### src/rtl/rdsrt_pkg.sv
// ----------------------------------------------------------------------------
// rdsrt_pkg - shared types and constants of the RadioText assembler
// Group field positions, result codes, the command passed from the front
// end to the sequencer, and the result item.
// ----------------------------------------------------------------------------
package rdsrt_pkg;

    localparam int TEXT_LENGTH = 64;
    localparam int ROWS        = TEXT_LENGTH / 2;  // store holds character pairs
    localparam int ROW_W       = $clog2(ROWS);
    localparam int POS_W       = $clog2(TEXT_LENGTH);
    localparam int SEGMENTS    = 16;
    localparam int SEG_W       = $clog2(SEGMENTS);

    localparam logic [3:0]          GROUP_TYPE_RT = 4'h2;
    localparam logic [15:0]         SPACE_PAIR    = 16'h2020;
    localparam logic [SEGMENTS-1:0] ALL_SEGMENTS  = {SEGMENTS{1'b1}};

    typedef enum logic [2:0] {
        ST_IGNORED    = 3'd0,
        ST_STORED     = 3'd1,
        ST_FIRST_DONE = 3'd2,
        ST_MISMATCH   = 3'd3,
        ST_TEXT       = 3'd4
    } t_status;

    // Classified group: one or two 16-bit character pairs at consecutive rows.
    typedef struct packed {
        logic             is_text;
        logic [SEG_W-1:0] seg;
        logic             two_rows;
        logic [ROW_W-1:0] row0;
        logic [15:0]      word0;
        logic [15:0]      word1;
    } t_cmd;

    typedef struct packed {
        t_status          status;
        logic [7:0]       text_char;
        logic [POS_W-1:0] char_position;
        logic             last;
    } t_result;

endpackage

### src/rtl/rdsrt_ram.sv
// ----------------------------------------------------------------------------
// rdsrt_ram - generic single-write, single-read RAM
// One write port, one read port with registered read data and read enable.
// ----------------------------------------------------------------------------
module rdsrt_ram #(
    parameter int WIDTH = 16,
    parameter int DEPTH = 32
) (
    input  logic                     i_clk,
    input  logic                     i_we,
    input  logic [$clog2(DEPTH)-1:0] i_waddr,
    input  logic [WIDTH-1:0]         i_wdata,
    input  logic                     i_re,
    input  logic [$clog2(DEPTH)-1:0] i_raddr,
    output logic [WIDTH-1:0]         o_rdata
);

    logic [WIDTH-1:0] r_mem [DEPTH];
    logic [WIDTH-1:0] r_rdata;

    always_ff @(posedge i_clk) begin
        if (i_we) begin
            r_mem[i_waddr] <= i_wdata;
        end
        if (i_re) begin
            r_rdata <= r_mem[i_raddr];
        end
    end

    assign o_rdata = r_rdata;

endmodule

### src/rtl/rdsrt_queue.sv
// ----------------------------------------------------------------------------
// rdsrt_queue - two-entry queue
// Decouples producer and consumer; full and empty flags from a fill count.
// ----------------------------------------------------------------------------
module rdsrt_queue #(
    parameter int WIDTH = 8
) (
    input  logic             i_clk,
    input  logic             i_rst_n,
    input  logic             i_push,
    input  logic [WIDTH-1:0] i_data,
    output logic             o_full,
    input  logic             i_pop,
    output logic [WIDTH-1:0] o_data,
    output logic             o_empty
);

    logic [WIDTH-1:0] r_mem [2];
    logic             r_wptr, n_wptr;
    logic             r_rptr, n_rptr;
    logic [1:0]       r_count, n_count;
    logic             do_push, do_pop;

    assign o_full  = (r_count == 2'd2);
    assign o_empty = (r_count == 2'd0);
    assign o_data  = r_mem[r_rptr];
    assign do_push = i_push && !o_full;
    assign do_pop  = i_pop && !o_empty;

    always_comb begin
        n_wptr  = do_push ? ~r_wptr : r_wptr;
        n_rptr  = do_pop ? ~r_rptr : r_rptr;
        n_count = r_count + {1'b0, do_push} - {1'b0, do_pop};
    end

    always_ff @(posedge i_clk) begin
        if (!i_rst_n) begin
            r_wptr  <= 1'b0;
            r_rptr  <= 1'b0;
            r_count <= 2'd0;
        end else begin
            r_wptr  <= n_wptr;
            r_rptr  <= n_rptr;
            r_count <= n_count;
        end
        if (do_push) begin
            r_mem[r_wptr] <= i_data;
        end
    end

endmodule

### src/rtl/rdsrt_front.sv
// ----------------------------------------------------------------------------
// rdsrt_front - group intake and classification
// Decode group type, version and segment into a store command and queue it.
// ----------------------------------------------------------------------------
module rdsrt_front (
    input  logic              i_clk,
    input  logic              i_rst_n,
    input  logic              i_push,
    output logic              o_full,
    input  logic [15:0]       i_block_b,
    input  logic [15:0]       i_block_c,
    input  logic [15:0]       i_block_d,
    output logic              o_cmd_valid,
    output rdsrt_pkg::t_cmd   o_cmd,
    input  logic              i_cmd_pop
);

    rdsrt_pkg::t_cmd               cmd;
    logic                          version_b;
    logic [rdsrt_pkg::SEG_W-1:0]   seg;
    logic [$bits(rdsrt_pkg::t_cmd)-1:0] q_data;
    logic                          q_empty;

    assign version_b = i_block_b[11];
    assign seg       = i_block_b[rdsrt_pkg::SEG_W-1:0];

    always_comb begin
        cmd.is_text  = (i_block_b[15:12] == rdsrt_pkg::GROUP_TYPE_RT);
        cmd.seg      = seg;
        // Version A: four characters at pair rows 2*seg and 2*seg+1.
        // Version B: two characters at pair row seg.
        cmd.two_rows = !version_b;
        cmd.row0     = version_b ? {1'b0, seg} : {seg, 1'b0};
        cmd.word0    = version_b ? i_block_d : i_block_c;
        cmd.word1    = i_block_d;
    end

    rdsrt_queue #(
        .WIDTH($bits(rdsrt_pkg::t_cmd))
    ) u_cmd_queue (
        .i_clk  (i_clk),
        .i_rst_n(i_rst_n),
        .i_push (i_push),
        .i_data (cmd),
        .o_full (o_full),
        .i_pop  (i_cmd_pop),
        .o_data (q_data),
        .o_empty(q_empty)
    );

    assign o_cmd       = rdsrt_pkg::t_cmd'(q_data);
    assign o_cmd_valid = !q_empty;

endmodule

### src/rtl/rdsrt_back.sv
// ----------------------------------------------------------------------------
// rdsrt_back - verify, store and stream sequencer
// Compare against the stored text on the second pass, write characters,
// track segments and stream the finished text into the result queue.
// ----------------------------------------------------------------------------
module rdsrt_back (
    input  logic                i_clk,
    input  logic                i_rst_n,
    input  logic                i_cmd_valid,
    input  rdsrt_pkg::t_cmd     i_cmd,
    output logic                o_cmd_pop,
    input  logic                i_res_pop,
    output logic                o_res_empty,
    output rdsrt_pkg::t_result  o_res
);

    typedef enum logic [11:0] {
        S_IDLE = 12'b0000_0000_0001,
        S_RD0  = 12'b0000_0000_0010,
        S_RD1  = 12'b0000_0000_0100,
        S_CHK  = 12'b0000_0000_1000,
        S_DEC  = 12'b0000_0001_0000,
        S_WR0  = 12'b0000_0010_0000,
        S_WR1  = 12'b0000_0100_0000,
        S_UPD  = 12'b0000_1000_0000,
        S_EMIT = 12'b0001_0000_0000,
        S_SRD  = 12'b0010_0000_0000,
        S_SHI  = 12'b0100_0000_0000,
        S_SLO  = 12'b1000_0000_0000
    } t_state;

    localparam logic [rdsrt_pkg::ROW_W-1:0] LAST_ROW = rdsrt_pkg::ROW_W'(rdsrt_pkg::ROWS - 1);

    t_state                           r_state, n_state;
    rdsrt_pkg::t_cmd                  r_cmd, n_cmd;
    logic                             r_mis, n_mis;
    logic [rdsrt_pkg::SEGMENTS-1:0]   r_mask, n_mask;
    logic                             r_verify, n_verify;
    logic [rdsrt_pkg::ROWS-1:0]       r_valid, n_valid;
    logic [rdsrt_pkg::ROW_W-1:0]      r_row, n_row;
    logic [rdsrt_pkg::ROW_W-1:0]      r_rd_row, n_rd_row;
    rdsrt_pkg::t_status               r_status, n_status;

    logic                             ram_we, ram_re;
    logic [rdsrt_pkg::ROW_W-1:0]      ram_waddr, ram_raddr;
    logic [15:0]                      ram_wdata, ram_rdata;
    logic [15:0]                      stored;
    logic [rdsrt_pkg::ROW_W-1:0]      row1;
    logic [rdsrt_pkg::SEGMENTS-1:0]   seg_bit, mask_next;

    logic                             res_push, res_full;
    rdsrt_pkg::t_result               res_data;
    logic [$bits(rdsrt_pkg::t_result)-1:0] res_q;

    rdsrt_ram #(
        .WIDTH(16),
        .DEPTH(rdsrt_pkg::ROWS)
    ) u_text_ram (
        .i_clk  (i_clk),
        .i_we   (ram_we),
        .i_waddr(ram_waddr),
        .i_wdata(ram_wdata),
        .i_re   (ram_re),
        .i_raddr(ram_raddr),
        .o_rdata(ram_rdata)
    );

    // A row never written since the last clear reads as two spaces.
    assign stored    = r_valid[r_rd_row] ? ram_rdata : rdsrt_pkg::SPACE_PAIR;
    assign row1      = r_cmd.row0 + rdsrt_pkg::ROW_W'(1);
    assign seg_bit   = rdsrt_pkg::SEGMENTS'(1) << r_cmd.seg;
    assign mask_next = r_mask | seg_bit;

    always_comb begin
        n_state   = r_state;
        n_cmd     = r_cmd;
        n_mis     = r_mis;
        n_mask    = r_mask;
        n_verify  = r_verify;
        n_valid   = r_valid;
        n_row     = r_row;
        n_rd_row  = r_rd_row;
        n_status  = r_status;
        o_cmd_pop = 1'b0;
        ram_we    = 1'b0;
        ram_waddr = r_cmd.row0;
        ram_wdata = r_cmd.word0;
        ram_re    = 1'b0;
        ram_raddr = r_cmd.row0;
        res_push  = 1'b0;
        res_data  = '0;

        unique case (r_state)
            S_IDLE: begin
                if (i_cmd_valid) begin
                    o_cmd_pop = 1'b1;
                    n_cmd     = i_cmd;
                    n_mis     = 1'b0;
                    if (!i_cmd.is_text) begin
                        n_status = rdsrt_pkg::ST_IGNORED;
                        n_state  = S_EMIT;
                    end else if (r_verify) begin
                        n_state = S_RD0;
                    end else begin
                        n_state = S_WR0;
                    end
                end
            end
            S_RD0: begin
                ram_re   = 1'b1;
                n_rd_row = r_cmd.row0;
                n_state  = S_RD1;
            end
            S_RD1: begin
                n_mis = (stored != r_cmd.word0);
                if (r_cmd.two_rows) begin
                    ram_re    = 1'b1;
                    ram_raddr = row1;
                    n_rd_row  = row1;
                    n_state   = S_CHK;
                end else begin
                    n_state = S_DEC;
                end
            end
            S_CHK: begin
                n_mis   = r_mis || (stored != r_cmd.word1);
                n_state = S_DEC;
            end
            S_DEC: begin
                if (r_mis) begin
                    n_valid  = '0;
                    n_mask   = '0;
                    n_verify = 1'b0;
                    n_status = rdsrt_pkg::ST_MISMATCH;
                    n_state  = S_EMIT;
                end else begin
                    n_state = S_WR0;
                end
            end
            S_WR0: begin
                ram_we              = 1'b1;
                n_valid[r_cmd.row0] = 1'b1;
                n_state             = r_cmd.two_rows ? S_WR1 : S_UPD;
            end
            S_WR1: begin
                ram_we         = 1'b1;
                ram_waddr      = row1;
                ram_wdata      = r_cmd.word1;
                n_valid[row1]  = 1'b1;
                n_state        = S_UPD;
            end
            S_UPD: begin
                if (mask_next != rdsrt_pkg::ALL_SEGMENTS) begin
                    n_mask   = mask_next;
                    n_status = rdsrt_pkg::ST_STORED;
                    n_state  = S_EMIT;
                end else begin
                    n_mask = '0;
                    if (!r_verify) begin
                        n_verify = 1'b1;
                        n_status = rdsrt_pkg::ST_FIRST_DONE;
                        n_state  = S_EMIT;
                    end else begin
                        n_verify = 1'b0;
                        n_row    = '0;
                        n_state  = S_SRD;
                    end
                end
            end
            S_EMIT: begin
                if (!res_full) begin
                    res_push        = 1'b1;
                    res_data.status = r_status;
                    res_data.last   = 1'b1;
                    n_state         = S_IDLE;
                end
            end
            S_SRD: begin
                ram_re    = 1'b1;
                ram_raddr = r_row;
                n_rd_row  = r_row;
                n_state   = S_SHI;
            end
            S_SHI: begin
                if (!res_full) begin
                    res_push               = 1'b1;
                    res_data.status        = rdsrt_pkg::ST_TEXT;
                    res_data.text_char     = stored[15:8];
                    res_data.char_position = {r_row, 1'b0};
                    n_state                = S_SLO;
                end
            end
            S_SLO: begin
                if (!res_full) begin
                    res_push               = 1'b1;
                    res_data.status        = rdsrt_pkg::ST_TEXT;
                    res_data.text_char     = stored[7:0];
                    res_data.char_position = {r_row, 1'b1};
                    res_data.last          = (r_row == LAST_ROW);
                    if (r_row == LAST_ROW) begin
                        n_state = S_IDLE;
                    end else begin
                        n_row   = r_row + rdsrt_pkg::ROW_W'(1);
                        n_state = S_SRD;
                    end
                end
            end
            default: begin
                n_state = S_IDLE;
            end
        endcase
    end

    always_ff @(posedge i_clk) begin
        if (!i_rst_n) begin
            r_state  <= S_IDLE;
            r_mask   <= '0;
            r_verify <= 1'b0;
            r_valid  <= '0;
        end else begin
            r_state  <= n_state;
            r_mask   <= n_mask;
            r_verify <= n_verify;
            r_valid  <= n_valid;
        end
        r_cmd    <= n_cmd;
        r_mis    <= n_mis;
        r_row    <= n_row;
        r_rd_row <= n_rd_row;
        r_status <= n_status;
    end

    rdsrt_queue #(
        .WIDTH($bits(rdsrt_pkg::t_result))
    ) u_res_queue (
        .i_clk  (i_clk),
        .i_rst_n(i_rst_n),
        .i_push (res_push),
        .i_data (res_data),
        .o_full (res_full),
        .i_pop  (i_res_pop),
        .o_data (res_q),
        .o_empty(o_res_empty)
    );

    assign o_res = rdsrt_pkg::t_result'(res_q);

`ifndef ASSERT_OFF
    // A mismatch can only be found while verification is armed.
    a_mis_in_verify: assert property (@(posedge i_clk) disable iff (!i_rst_n)
        (r_state == S_DEC && r_mis) |-> r_verify)
        else $error("mismatch flagged outside the verification pass");

    // A mismatch leaves an empty store and an empty segment mask.
    a_mis_clears: assert property (@(posedge i_clk) disable iff (!i_rst_n)
        (r_state == S_DEC && r_mis) |=> (r_valid == '0 && r_mask == '0 && !r_verify))
        else $error("mismatch did not clear the text state");

    // Streaming starts only when the second pass has seen every segment.
    a_stream_start: assert property (@(posedge i_clk) disable iff (!i_rst_n)
        (r_state == S_UPD && n_state == S_SRD)
            |-> (r_verify && mask_next == rdsrt_pkg::ALL_SEGMENTS))
        else $error("text streamed before the second pass completed");

    // Text characters come out of the streaming states only.
    a_text_source: assert property (@(posedge i_clk) disable iff (!i_rst_n)
        (res_push && res_data.status == rdsrt_pkg::ST_TEXT)
            |-> (r_state == S_SHI || r_state == S_SLO))
        else $error("text result pushed outside streaming");
`endif

endmodule

### src/rtl/rds_radiotext_assembler.sv
// ----------------------------------------------------------------------------
// rds_radiotext_assembler - RDS RadioText (groups 2A/2B) assembler
// Collects RadioText characters from received groups, confirms the message
// over a second full pass and streams the finished 64-character text.
// ----------------------------------------------------------------------------
// Push one received group (blocks B, C, D) per transaction; each group gives
// exactly one result transaction (ignored, stored, first pass complete or
// mismatch cleared), except the group that completes the confirming pass,
// which gives 64 text transactions, character 0 first, with last set on the
// final one. Groups whose type is not 2 pass through as "ignored". Version A
// groups carry four characters, version B two; both share one segment mask.
// Once all 16 segments are seen, the next pass compares every character
// with the stored text before writing it; any difference clears the text to
// spaces and restarts collection. Sequencing: the sequencer handles one group
// at a time; the compare reads of a confirming group go through the single
// read port of the text RAM, which reads one character pair per cycle.
// Streaming the text is paced by one RAM read and two result transactions
// per character pair, and stalls while the result queue is full. A two-entry
// queue on each side lets groups be taken and results be held while the
// sequencer runs, and no clearing pass is needed after reset: per-row valid
// bits return spaces for unwritten rows.
// ----------------------------------------------------------------------------
module rds_radiotext_assembler (
    input  logic        i_clk,
    input  logic        i_rst_n,
    // group input queue
    input  logic        push,
    output logic        full,
    input  logic [15:0] i_block_b,
    input  logic [15:0] i_block_c,
    input  logic [15:0] i_block_d,
    // result output queue
    output logic        empty,
    input  logic        pop,
    output logic [2:0]  o_status,
    output logic [7:0]  o_text_char,
    output logic [5:0]  o_char_position,
    output logic        o_last
);

    logic               cmd_valid;
    logic               cmd_pop;
    rdsrt_pkg::t_cmd    cmd;
    rdsrt_pkg::t_result res;

    // Front end: decode and hold groups until the sequencer takes them.
    rdsrt_front u_front (
        .i_clk      (i_clk),
        .i_rst_n    (i_rst_n),
        .i_push     (push),
        .o_full     (full),
        .i_block_b  (i_block_b),
        .i_block_c  (i_block_c),
        .i_block_d  (i_block_d),
        .o_cmd_valid(cmd_valid),
        .o_cmd      (cmd),
        .i_cmd_pop  (cmd_pop)
    );

    // Back end: verify, store, track segments and stream the text.
    rdsrt_back u_back (
        .i_clk      (i_clk),
        .i_rst_n    (i_rst_n),
        .i_cmd_valid(cmd_valid),
        .i_cmd      (cmd),
        .o_cmd_pop  (cmd_pop),
        .i_res_pop  (pop),
        .o_res_empty(empty),
        .o_res      (res)
    );

    // Unpack the oldest waiting result onto the output ports.
    assign o_status        = res.status;
    assign o_text_char     = res.text_char;
    assign o_char_position = res.char_position;
    assign o_last          = res.last;

endmodule
### config.mk
export PLATFORM = sky130hd
export DESIGN_NAME = rds_radiotext_assembler
export DESIGN_NICKNAME = d
export VERILOG_FILES = /design/src/rtl/rdsrt_pkg.sv /design/src/rtl/rdsrt_ram.sv /design/src/rtl/rdsrt_queue.sv /design/src/rtl/rdsrt_front.sv /design/src/rtl/rdsrt_back.sv /design/src/rtl/rds_radiotext_assembler.sv
export SDC_FILE = /design/constraint.sdc
export NUM_CORES = 1
export LEC_CHECK = 0
export BUFFER_PORTS_ARGS = -buffer_cell sky130_fd_sc_hd__buf_2
export CAP_MARGIN = 20
export CORE_MARGIN = 1.5
export CORE_UTILIZATION = 23
export DETAILED_ROUTE_END_ITERATION = 16
export PLACE_DENSITY = 0.4
export SLEW_MARGIN = 10
export SYNTH_ARGS = -nofsm -noshare
export SYNTH_HDL_FRONTEND = slang
export SYNTH_HIERARCHICAL = 1
export SYNTH_SLANG_ARGS = --single-unit
export TNS_END_PERCENT = 50
### constraint.sdc
create_clock -name i_clk -period 3.4 [get_ports i_clk]
set_input_delay 0.17 -clock i_clk [delete_from_list [all_inputs] [get_ports i_clk]]
set_output_delay 0.17 -clock i_clk [all_outputs]
set_load 0.1 [all_outputs]
### Word-level counts from Yosys, hierarchy flattened

Memory sizes are Yosys's and may differ from the RTL's. A register that Yosys moved wholly into a read port is not among the register bits.
Cells that the tools add are included.

* mux-type cells: 73
* multipliers: 0
* div/mod/pow operators: 0
* eq/ne operators: 30
* order comparisons: 5
* add/sub/neg operators: 6
* shift-type cells: 1
* bitwise gates (word level): 8
* reductions and logical operators: 32

Operator list (count)
* one-hot mux 12 bit (12 select lines): 1
* one-hot mux 32 bit (3 select lines): 1
* two-way mux 16 bit: 5
* two-way mux 12 bit: 6
* OR 32 bit: 2
* two-way mux 5 bit: 9
* two-way mux 32 bit: 1
* inequality test 16 bit: 2
* one-hot mux 16 bit (2 select lines): 1
* one-hot mux 14 bit (2 select lines): 1
* two-way mux 1 bit: 23
* two-way mux 10 bit: 2
* one-hot mux 5 bit (2 select lines): 2
* less-than comparator 5 x 6 -> 1 bit, second input constant: 3
* two-way mux 18 bit: 1
* two-way mux 3 bit: 6
* one-hot mux 3 bit (3 select lines): 2
* two-way mux 17 bit: 1
* inequality test 16 bit, second input constant: 1
* OR 16 bit: 1
* left shift 1 x 4 -> 16 bit, first input constant: 1
* one-hot mux 5 bit (3 select lines): 1
* inequality test 2 bit, second input constant: 7
* equality test 12 x 1 -> 1 bit, second input constant: 1
* other kinds (40): 74

* RAM bits: 634
* memories: 3
* register bits: 125
* output and inout bits: 20
* bits of input ports: 52
* latch bits: 0
* bits in read-only memories: 0
* word-level logic and storage cells: 177

Memories
* u_back.u_text_ram.r_mem: words 32, bits a word 16, rd ports 1, clocked after memory_dff 1, write ports 1, line rdsrt_ram.sv:18 `logic [WIDTH-1:0] r_mem [DEPTH];`
* u_front.u_cmd_queue.r_mem: words 2, bits a word 43, rd ports 1, clocked after memory_dff 1, write ports 1, line rdsrt_queue.sv:18 `logic [WIDTH-1:0] r_mem [2];`
* u_back.u_res_queue.r_mem: words 2, bits a word 18, rd ports 1, clocked after memory_dff 1, write ports 1, line rdsrt_queue.sv:18

### Depth between registers and ports, before layout

Gate-level depths: netlist of run 1.

* depth in word-level cells: 7
* depth in mapped cells: 16
* mapped depth without buffers: 13

### Cells and area by module

Netlist of run 1, hierarchy kept.

By module, submodules not included
* rdsrt_ram: area each 20694.8 µm², cells an instance 1143, seq. area each 15855.2 µm², times used 1
* rdsrt_back: area each 6576.3 µm², cells an instance 740, seq. area each 2872.8 µm², times used 1
* rdsrt_queue at u_front.u_cmd_queue: area each 3542.1 µm², cells an instance 161, seq. area each 2682.6 µm², times used 1
* rdsrt_queue at u_back.u_res_queue: area each 1586.5 µm², cells an instance 83, seq. area each 1181.1 µm², times used 1
* rdsrt_front: area each 265.3 µm², cells an instance 26, seq. area each 0.0 µm², times used 1

### Worst setup path before layout of run 1

Ideal clock, no wire load.

* path kind: reg2reg
* from: reg u_back.r_state[11]
* to: reg u_front.u_cmd_queue.r_count[1]
* required time: 3.285 ns
* clock period less this slack: 3.592 ns
* data arrival time: 3.477 ns
* slack: -0.192 ns
* buffers on the path: 1
* cell stages (with the launch flop): 13
* library setup time: 0.115 ns
* cell sequence: dfxtp_1 clkbuf_1 nor3_2 nand3_1 nor4_2 and2_1 o21a_1 ha_1 inv_1 ha_1 xor2_1 and2_1 nor3_1

* word-level cells in the longest chain between the ends: 4

RTL lines
* start: declaration: line rdsrt_back.sv:34 `t_state r_state, n_state;`
* start signal: assignment: line rdsrt_back.sv:221 `r_state <= n_state;`
* equality test 12 x 1 -> 1 bit: line rdsrt_back.sv:93 `unique case (r_state)`
* two-way mux 1 bit: line rdsrt_back.sv:93
* named net cmd_pop: line rds_radiotext_assembler.sv:42 `logic cmd_pop;`
* logical AND 1 bit: line rdsrt_queue.sv:28 `assign do_pop = i_pop && !o_empty;`
* named net u_front.u_cmd_queue.do_pop: line rdsrt_queue.sv:22 `logic do_push, do_pop;`
* subtractor 2 x 1 -> 2 bit: line rdsrt_queue.sv:33 `n_count = r_count + {1'b0, do_push} - {1'b0, do_pop};`
* end signal: assignment: line rdsrt_queue.sv:44 `r_count <= n_count;`
* end: declaration: line rdsrt_queue.sv:21 `logic [1:0] r_count, n_count;`

The timed path passes the listed nets, and every way through them passes these cells.
A chain may end at the register's enable or synchronous reset.

### Final worst setup path of run 1

* from: reg u_back/r_rd_row[1] in the netlist's numbering
* to: reg u_back.r_mis, data pin

* word-level cells in the longest chain between the ends: 6
* elaborated cells on any way between the ends: 7
* those cells by class: eq/ne: 2; mux: 4; reduce/logical: 1

RTL lines
* start: declaration: line rdsrt_back.sv:41 `logic [rdsrt_pkg::ROW_W-1:0] r_rd_row, n_rd_row;`
* start signal: assignment: line rdsrt_back.sv:229 `r_rd_row <= n_rd_row;`
* binary-select mux 1 bit (select 5 bit) *: line rdsrt_back.sv:69 `assign stored = r_valid[r_rd_row] ? ram_rdata : rdsrt_pkg::SPACE_PAIR;`
* two-way mux 1 bit (not written as such) *: line rdsrt_back.sv:69
* two-way mux 16 bit *: line rdsrt_back.sv:69
* inequality test 16 bit: line rdsrt_back.sv:126 `n_mis = r_mis || (stored != r_cmd.word1);`
* logical OR 1 bit: line rdsrt_back.sv:126
* one-hot mux 1 bit (3 select lines) *: line rdsrt_back.sv:93
* named net u_back.n_mis: line rdsrt_back.sv:36 `logic r_mis, n_mis;`
* end signal: assignment: line rdsrt_back.sv:227 `r_mis <= n_mis;`
* end: declaration: line rdsrt_back.sv:36

The timed path passes the listed nets; every way through them passes the cells marked *. The select of a mux whose other input is x is not followed.

==> results.json, run 1 <==
{
  "synth_edf_count": 705,
  "whs_endpoint": "u_front/u_cmd_queue/r_mem[0][37]",
  "hp-class": "in2reg",
  "async_flop_share_pct": 0,
  "criticalPathCategory": "reg2reg",
  "initial_utilization_pct": 23.1,
  "leakage_uw": 0.0142,
  "cp-start-kind": "flip-flop",
  "fin_area_um2": 40600,
  "vias": 19300,
  "worstHoldStart": "i_block_b[11]",
  "yosys_warnings": 6,
  "rrSetupSlack_ns": 0.04,
  "syn_nets": 2217,
  "finalHoldViolations": 0,
  "ys_seq_elements": 776,
  "fmax_mhz": 298,
  "status": "finished, final reports clean",
  "rsz0062_at_grt": "yes",
  "die_area_um2": 144000,
  "grt.overflow.total": 0,
  "antenna_found_initial": 1,
  "dr.pass1.iters": 5,
  "portBuffers": 64,
  "yosys.area.top_type_share_pct": 64.8,
  "worstMarginPinSlew_ns": 0.817,
  "grt_max_degree": 44,
  "clk_pin_slew_ns": 0.06,
  "post-route-min-period_ns": 3.36,
  "grt_pass1_wl_mm": 127,
  "reg2reg_depth": 10,
  "nets": 2530,
  "ir_worst_vdd_uv": 384,
  "synthCells": 2153,
  "end_kind": "flip-flop",
  "pwr_density_cell_nw_per_um2": 782,
  "crit_required_ns": 3.81,
  "htreeDepth": 3,
  "worstPathArrival_ns": 3.78,
  "cts_tree": "yes",
  "setup_tns_ns": 0,
  "clock_sinks": 776,
  "die_y_um": 380,
  "r2r-start": "u_back/r_rd_row[1]",
  "cts_buffers": 89,
  "wl_per_cell_um": 19.9,
  "drcViolationCount": 0,
  "yosysTopAreaCell": "edfxtp_1",
  "fin_crit_sh_pct": 98.8,
  "drive_above_1_share_pct": 22.1,
  "slew_headroom_pct": 45.6,
  "rows": 138,
  "fin_skew_ns": 0.0328,
  "grt_pass1_vias": 19500,
  "die_x_um": 380,
  "antenna_cells": 0,
  "r2r-end": "u_back/r_mis",
  "clock-root-buffer": "clkbuf_16",
  "vias_per_cell": 4.37,
  "synthFlopType": "edfxtp_1",
  "clk_latency_ns": 0.66,
  "drv_slew": 0,
  "hold_ws_ns": 0.0956,
  "core_area_um2": 141000,
  "path_max_fanout": 16,
  "area_growth_pct": 24.3,
  "clk_path_buf_depth": 3,
  "seq_area_frac_synth_pct": 69.2,
  "p_total_uw": 31700,
  "synth_area_leaders": "edfxtp_1 (65%), mux2i_1 (8.4%), dfxtp_1 (4.4%), mux2_4 (2.3%), a22oi_1 (1.8%)",
  "gp_congestion": 0.810,
  "synth_cell_types": 71,
  "drtIter0Drc": 1409,
  "n_fill_cell": 14200,
  "dpl_cell_area_um2": 36600,
  "wl_mm": 87.9,
  "place_hpwl_mm": 57.8,
  "max-cap-violations": 0,
  "hold_depth": 2,
  "setup_violations": 0,
  "syn_area_per_cell_um2": 15.2,
  "synth_area_um2": 32700,
  "pin_count": 72,
  "grt_usage_pct": 11.7,
  "ant_nets": 0
}
kinds of logic (layout without fill, tap and decap cells):
group	count (synthesis)	after routing	share of synthesized area [%]
DFF	776	776	69.2
xor gates and xnor gates	28	28	0.751
adders and majority gates	12	12	0.460
AOI/OAI and AO/OA	335	335	7.14
muxes	354	354	11.7
buffers and inverters	137	519	2.91
and+or+nand+nor	511	511	7.86
cell usage after synthesis, types with 18 or more instances:
cell,n
inv_1,19
nor2_1,142
mux2_4,50
o21ai_0,31
a32o_1,24
a31oi_1,26
and2_1,21
clkbuf_1,43
nand4_1,21
nor3_1,28
dfxtp_1,71
a22o_1,33
buf_4,19
buf_2,26
a22oi_1,80
mux2_2,30
mux2i_1,274
nand3_1,55
nand2_1,129
xnor2_1,18
a21oi_1,91
edfxtp_1,705
sequential cells by signal (all words and copies together) (netlist names), 5 cells and up, named ones only:
signal                     cells
u_back/r_valid                32
u_back/r_rd_row                5
u_back/r_mask                 16
u_back/r_cmd                  42
u_back/u_res_queue/r_mem      36
u_back/r_state                12
u_back/u_text_ram/r_mem      512
u_back/r_row                   5
u_front/u_cmd_queue/r_mem     86
u_back/u_text_ram/o_rdata     16
worst max path at each step:
stage | startpoint | to | slack, ns | cells past startpoint
final | u_back/r_rd_row[1] | u_back/r_mis | 0.04 | 10
after global routing | u_back/r_state[10] | u_back/u_text_ram/o_rdata[8] | -0.009 | 16
after CTS | u_back/r_state[1] | u_back/u_text_ram/o_rdata[3] | 0.005 | 17
after detailed placement | u_back/r_state[1] | u_back/u_text_ram/o_rdata[11] | -0.11 | 16
after global placement | u_back/r_state[1] | u_back/u_text_ram/o_rdata[1] | -0.18 | 15
after floorplan | u_back/r_state[1] | u_back/u_text_ram/r_mem[10][0] | -0.11 | 8
layout by cell type (no fill, tap or decap), types with 9 or more instances in the layout:
cell,instances
a21oi_1,90
a22o_1,31
a22oi_1,80
a31oi_1,22
a32o_1,24
and2_1,20
buf_12,41
buf_2,64
buf_4,164
buf_6,11
bufinv_16,9
clkbuf_1,22
clkbuf_16,99
clkinv_1,15
clkinv_2,15
dfxtp_1,68
dlygate4sd3_1,43
edfxtp_1,705
ha_1,12
inv_1,19
mux2_2,30
mux2_4,50
mux2i_1,270
nand2_1,129
nand2b_1,17
nand3_1,50
nand3b_1,11
nand4_1,21
nor2_1,140
nor2b_1,14
nor3_1,18
nor4bb_1,9
o21ai_0,29
xnor2_1,18
xor2_1,10
worst max-delay path, stage by stage (launching register included):
cell and delay, ns:
edfxtp_1 0.41, buf_12 0.19, mux2i_1 0.15, a22oi_1 0.35, nand3_1 0.33, nand4_1 0.21
buf_4 0.21, o21ai_0 0.10, a222oi_1 0.50, o2111ai_1 0.38, a22o_1 0.28
report_power, final:
part           internal (uW)  switching [uW]
Sequential             12000             434
Clock                   5640            3780
Combinational           4000            5900
Total                  21600           10100
repair_timing:
item / CTS / global route
cloned: 2 / 7
endpoints found under the setup margin: 16 / 17
hold buffers: 43 / 0
gates resized for setup: 16 / 46
pin swaps: 3 / 20
setup buffers: 2 / 12
hold endpoints to repair: 103 / 0
cell type report:
| cell class | instances | area (um^2) | share of cell area (%) |
|---|---|---|---|
| Timing Repair Buffer | 340 | 3340 | 8.24 |
| Tap cell | 1890 | 2360 | 5.83 |
| Clock inverter | 45 | 463 | 1.14 |
| Inverter | 19 | 71.3 | 0.176 |
| Multi-Input combinational cell | 1240 | 9350 | 23.0 |
| Sequential cell | 776 | 22600 | 55.7 |
| Clock buffer | 115 | 2400 | 5.91 |
metrics by stage:
stage	std cells	util, %	setup WS, ns
after floorplan	2153	-	-0.111
after global placement	4199	25.9	-0.180
after detailed placement	4199	25.9	-0.111
after CTS	4406	28.4	0.00482
after global routing	4425	28.7	-0.00889
final	4425	28.7	0.0398
metal layers:
layer,part of all wire (%),track usage [%]
met5,0,0
met4,2.4,3.69
met3,4.2,1.96
met2,48,19.1
met1,46,15.7
No activity file was read; power rests on OpenSTA's default activity.
==> run 2: changes to the inputs <==
Settings changed: CTS_CLUSTER_SIZE set to 30, SETUP_SLACK_MARGIN set to 0.5.
==> results.json, run 2 (synthesis gave the netlist of run 1 again) <==
{
  "drtIter0Drc": 1442,
  "largest_reg_flops": 512,
  "path_max_fanout": 10,
  "rows": 138,
  "grt_usage_pct": 12.3,
  "wl_mm": 91.9,
  "antenna_cells": 0,
  "vias": 19500,
  "leakage_uw": 0.0146,
  "worstPathArrival_ns": 3.58,
  "pwr_density_cell_nw_per_um2": 779,
  "drv_slew": 0,
  "place_hpwl_mm": 58.8,
  "die_y_um": 380,
  "clkPwrFrac_pct": 29.3,
  "power_switching_uw": 10600,
  "hp-class": "in2reg",
  "internal_power_uw": 21900,
  "gp_congestion": 0.812,
  "fin_skew_ns": 0.0282,
  "setup_tns_ns": 0,
  "setup_violations": 0,
  "drcViolationCount": 0,
  "cts_tree": "yes",
  "top_register": "u_back/u_text_ram/r_mem",
  "pin_count": 72,
  "slew_headroom_pct": 43.5,
  "grt_pass1_vias": 20000,
  "nets": 2575,
  "wl_per_cell_um": 20.5,
  "top_regs": "u_back/u_text_ram/r_mem: 512 flops, u_front/u_cmd_queue/r_mem: 86 flops, u_back/r_cmd: 42 flops",
  "rrSetupSlack_ns": 0.23,
  "fin_crit_sh_pct": 93.4,
  "finalHoldViolations": 0,
  "portBuffers": 64,
  "drive_above_1_share_pct": 26.9,
  "htreeDepth": 3,
  "swShare_pct": 32.7,
  "n_fill_cell": 14300,
  "fmax_mhz": 315,
  "ant_nets": 0,
  "rsz0062_at_grt": "yes",
  "p_total_uw": 32600,
  "end_kind": "flip-flop",
  "clock-root-buffer": "clkbuf_16",
  "mostFrequentLayoutCell": "edfxtp_1",
  "clk_latency_ns": 0.65,
  "grt.overflow.total": 0,
  "die_area_um2": 144000,
  "core_area_um2": 141000,
  "cts_buffers": 88,
  "die_x_um": 380,
  "clk_pin_slew_ns": 0.06,
  "seq_power_share_pct": 38.1,
  "clk_path_buf_depth": 3,
  "status": "finished, final reports clean",
  "grt_pass1_wl_mm": 133,
  "grt_max_degree": 45,
  "cp-start-kind": "flip-flop",
  "worstMarginPinSlew_ns": 0.848,
  "initial_utilization_pct": 23.1,
  "criticalPathCategory": "reg2reg",
  "crit_required_ns": 3.81,
  "max-cap-violations": 0,
  "comb_power_share_pct": 32.6,
  "antenna_found_initial": 3,
  "dr.pass1.iters": 5,
  "post-route-min-period_ns": 3.17,
  "clock_sinks": 776,
  "vias_per_cell": 4.35,
  "final_cell_mix": "edfxtp_1 (705), mux2i_1 (266), buf_4 (173), nand2_1 (127), nor2_1 (104)",
  "area_growth_pct": 28.0,
  "ir_worst_vdd_uv": 384
}
-- run 2: cell types whose count changed in the layout (fill, tap and decap cells not counted), sizes merged --
cell and change:
bufinv +2, bufbuf +1, clkinvlp +3, inv +1, clkinv +11, buf +47, clkbuf -16
-- run 2: power by group through the flow --
stage | sequential, uW | combinational (uW) | clock, uW
floorplan | 12400 | 5970 | 0
global placement | 12600 | 9410 | 0
detailed placement | 12600 | 9520 | 0
CTS | 12400 | 10200 | 9830
global route | 12500 | 11300 | 10200
finish | 12400 | 10600 | 9520
-- run 2: critical path: stages (launching register included) --
cell and delay, ns:
edfxtp_1 0.43, buf_12 0.19, buf_12 0.13, mux2i_1 0.21, a22oi_1 0.15, and3_2 0.26
nor4_4 0.26, buf_12 0.17, o211ai_2 0.10, a222oi_1 0.45, o2111ai_2 0.31, a22o_1 0.25
-- run 2: timing repair --
action,4_1_cts,5_1_grt
endpoints found under the hold margin,101,0
setup endpoints to repair,219,501
hold buffers,43,0
pin swaps,17,49
cloned,7,5
setup buffers,25,44
resized for setup,52,75
-- run 2: final timing paths --
check,from,end,cells past startpoint
worst min register to register,u_back/r_mask[10],u_back/r_mask[10],2
worst max-delay path,u_back/r_rd_row[1],u_back/r_mis,11
worst max register to register,u_back/r_rd_row[1],u_back/r_mis,11
worst min-delay path,i_block_b[11],u_front/u_cmd_queue/r_mem[1][37],2
-- run 2: layout make-up --
type / instances / area (um^2) / area share (%)
Clock buffer: 101 / 2270 / 5.43
Clock inverter: 62 / 623 / 1.49
Inverter: 19 / 71.3 / 0.171
Multi-Input combinational cell: 1240 / 9800 / 23.5
Sequential cell: 776 / 22600 / 54.0
Tap cell: 1890 / 2360 / 5.66
Timing Repair Buffer: 386 / 4080 / 9.75
-- run 2: per-layer routing --
| layer | vias up | global-route usage (%) | part of all wire [%] |
|---|---|---|---|
| met3 | 99 | 1.84 | 3.9 |
| met4 | 0 | 3.03 | 1.7 |
| met1 | 9916 | 16.5 | 46 |
| met5 | - | 0 | 0 |
| met2 | 372 | 20.9 | 48 |
| li1 | 9085 | - | - |
-- run 2: stage by stage --
stage / util (%) / cell area [um^2] / hold WS (ns) / worst slack [ns] / std cells
3_3_place_gp: 26.2 / 36900 / 0.370 / -0.162 / 4186
5_1_grt: 29.6 / 41800 / 0.138 / 0.0559 / 4474
6_report: 29.6 / 41800 / 0.115 / 0.225 / 4474
3_5_place_dp: 26.2 / 36900 / 0.376 / -0.100 / 4186
4_1_cts: 29.0 / 41000 / 0.0890 / 0.178 / 4424
2_1_floorplan: - / 33000 / 0.269 / 0.363 / 2153
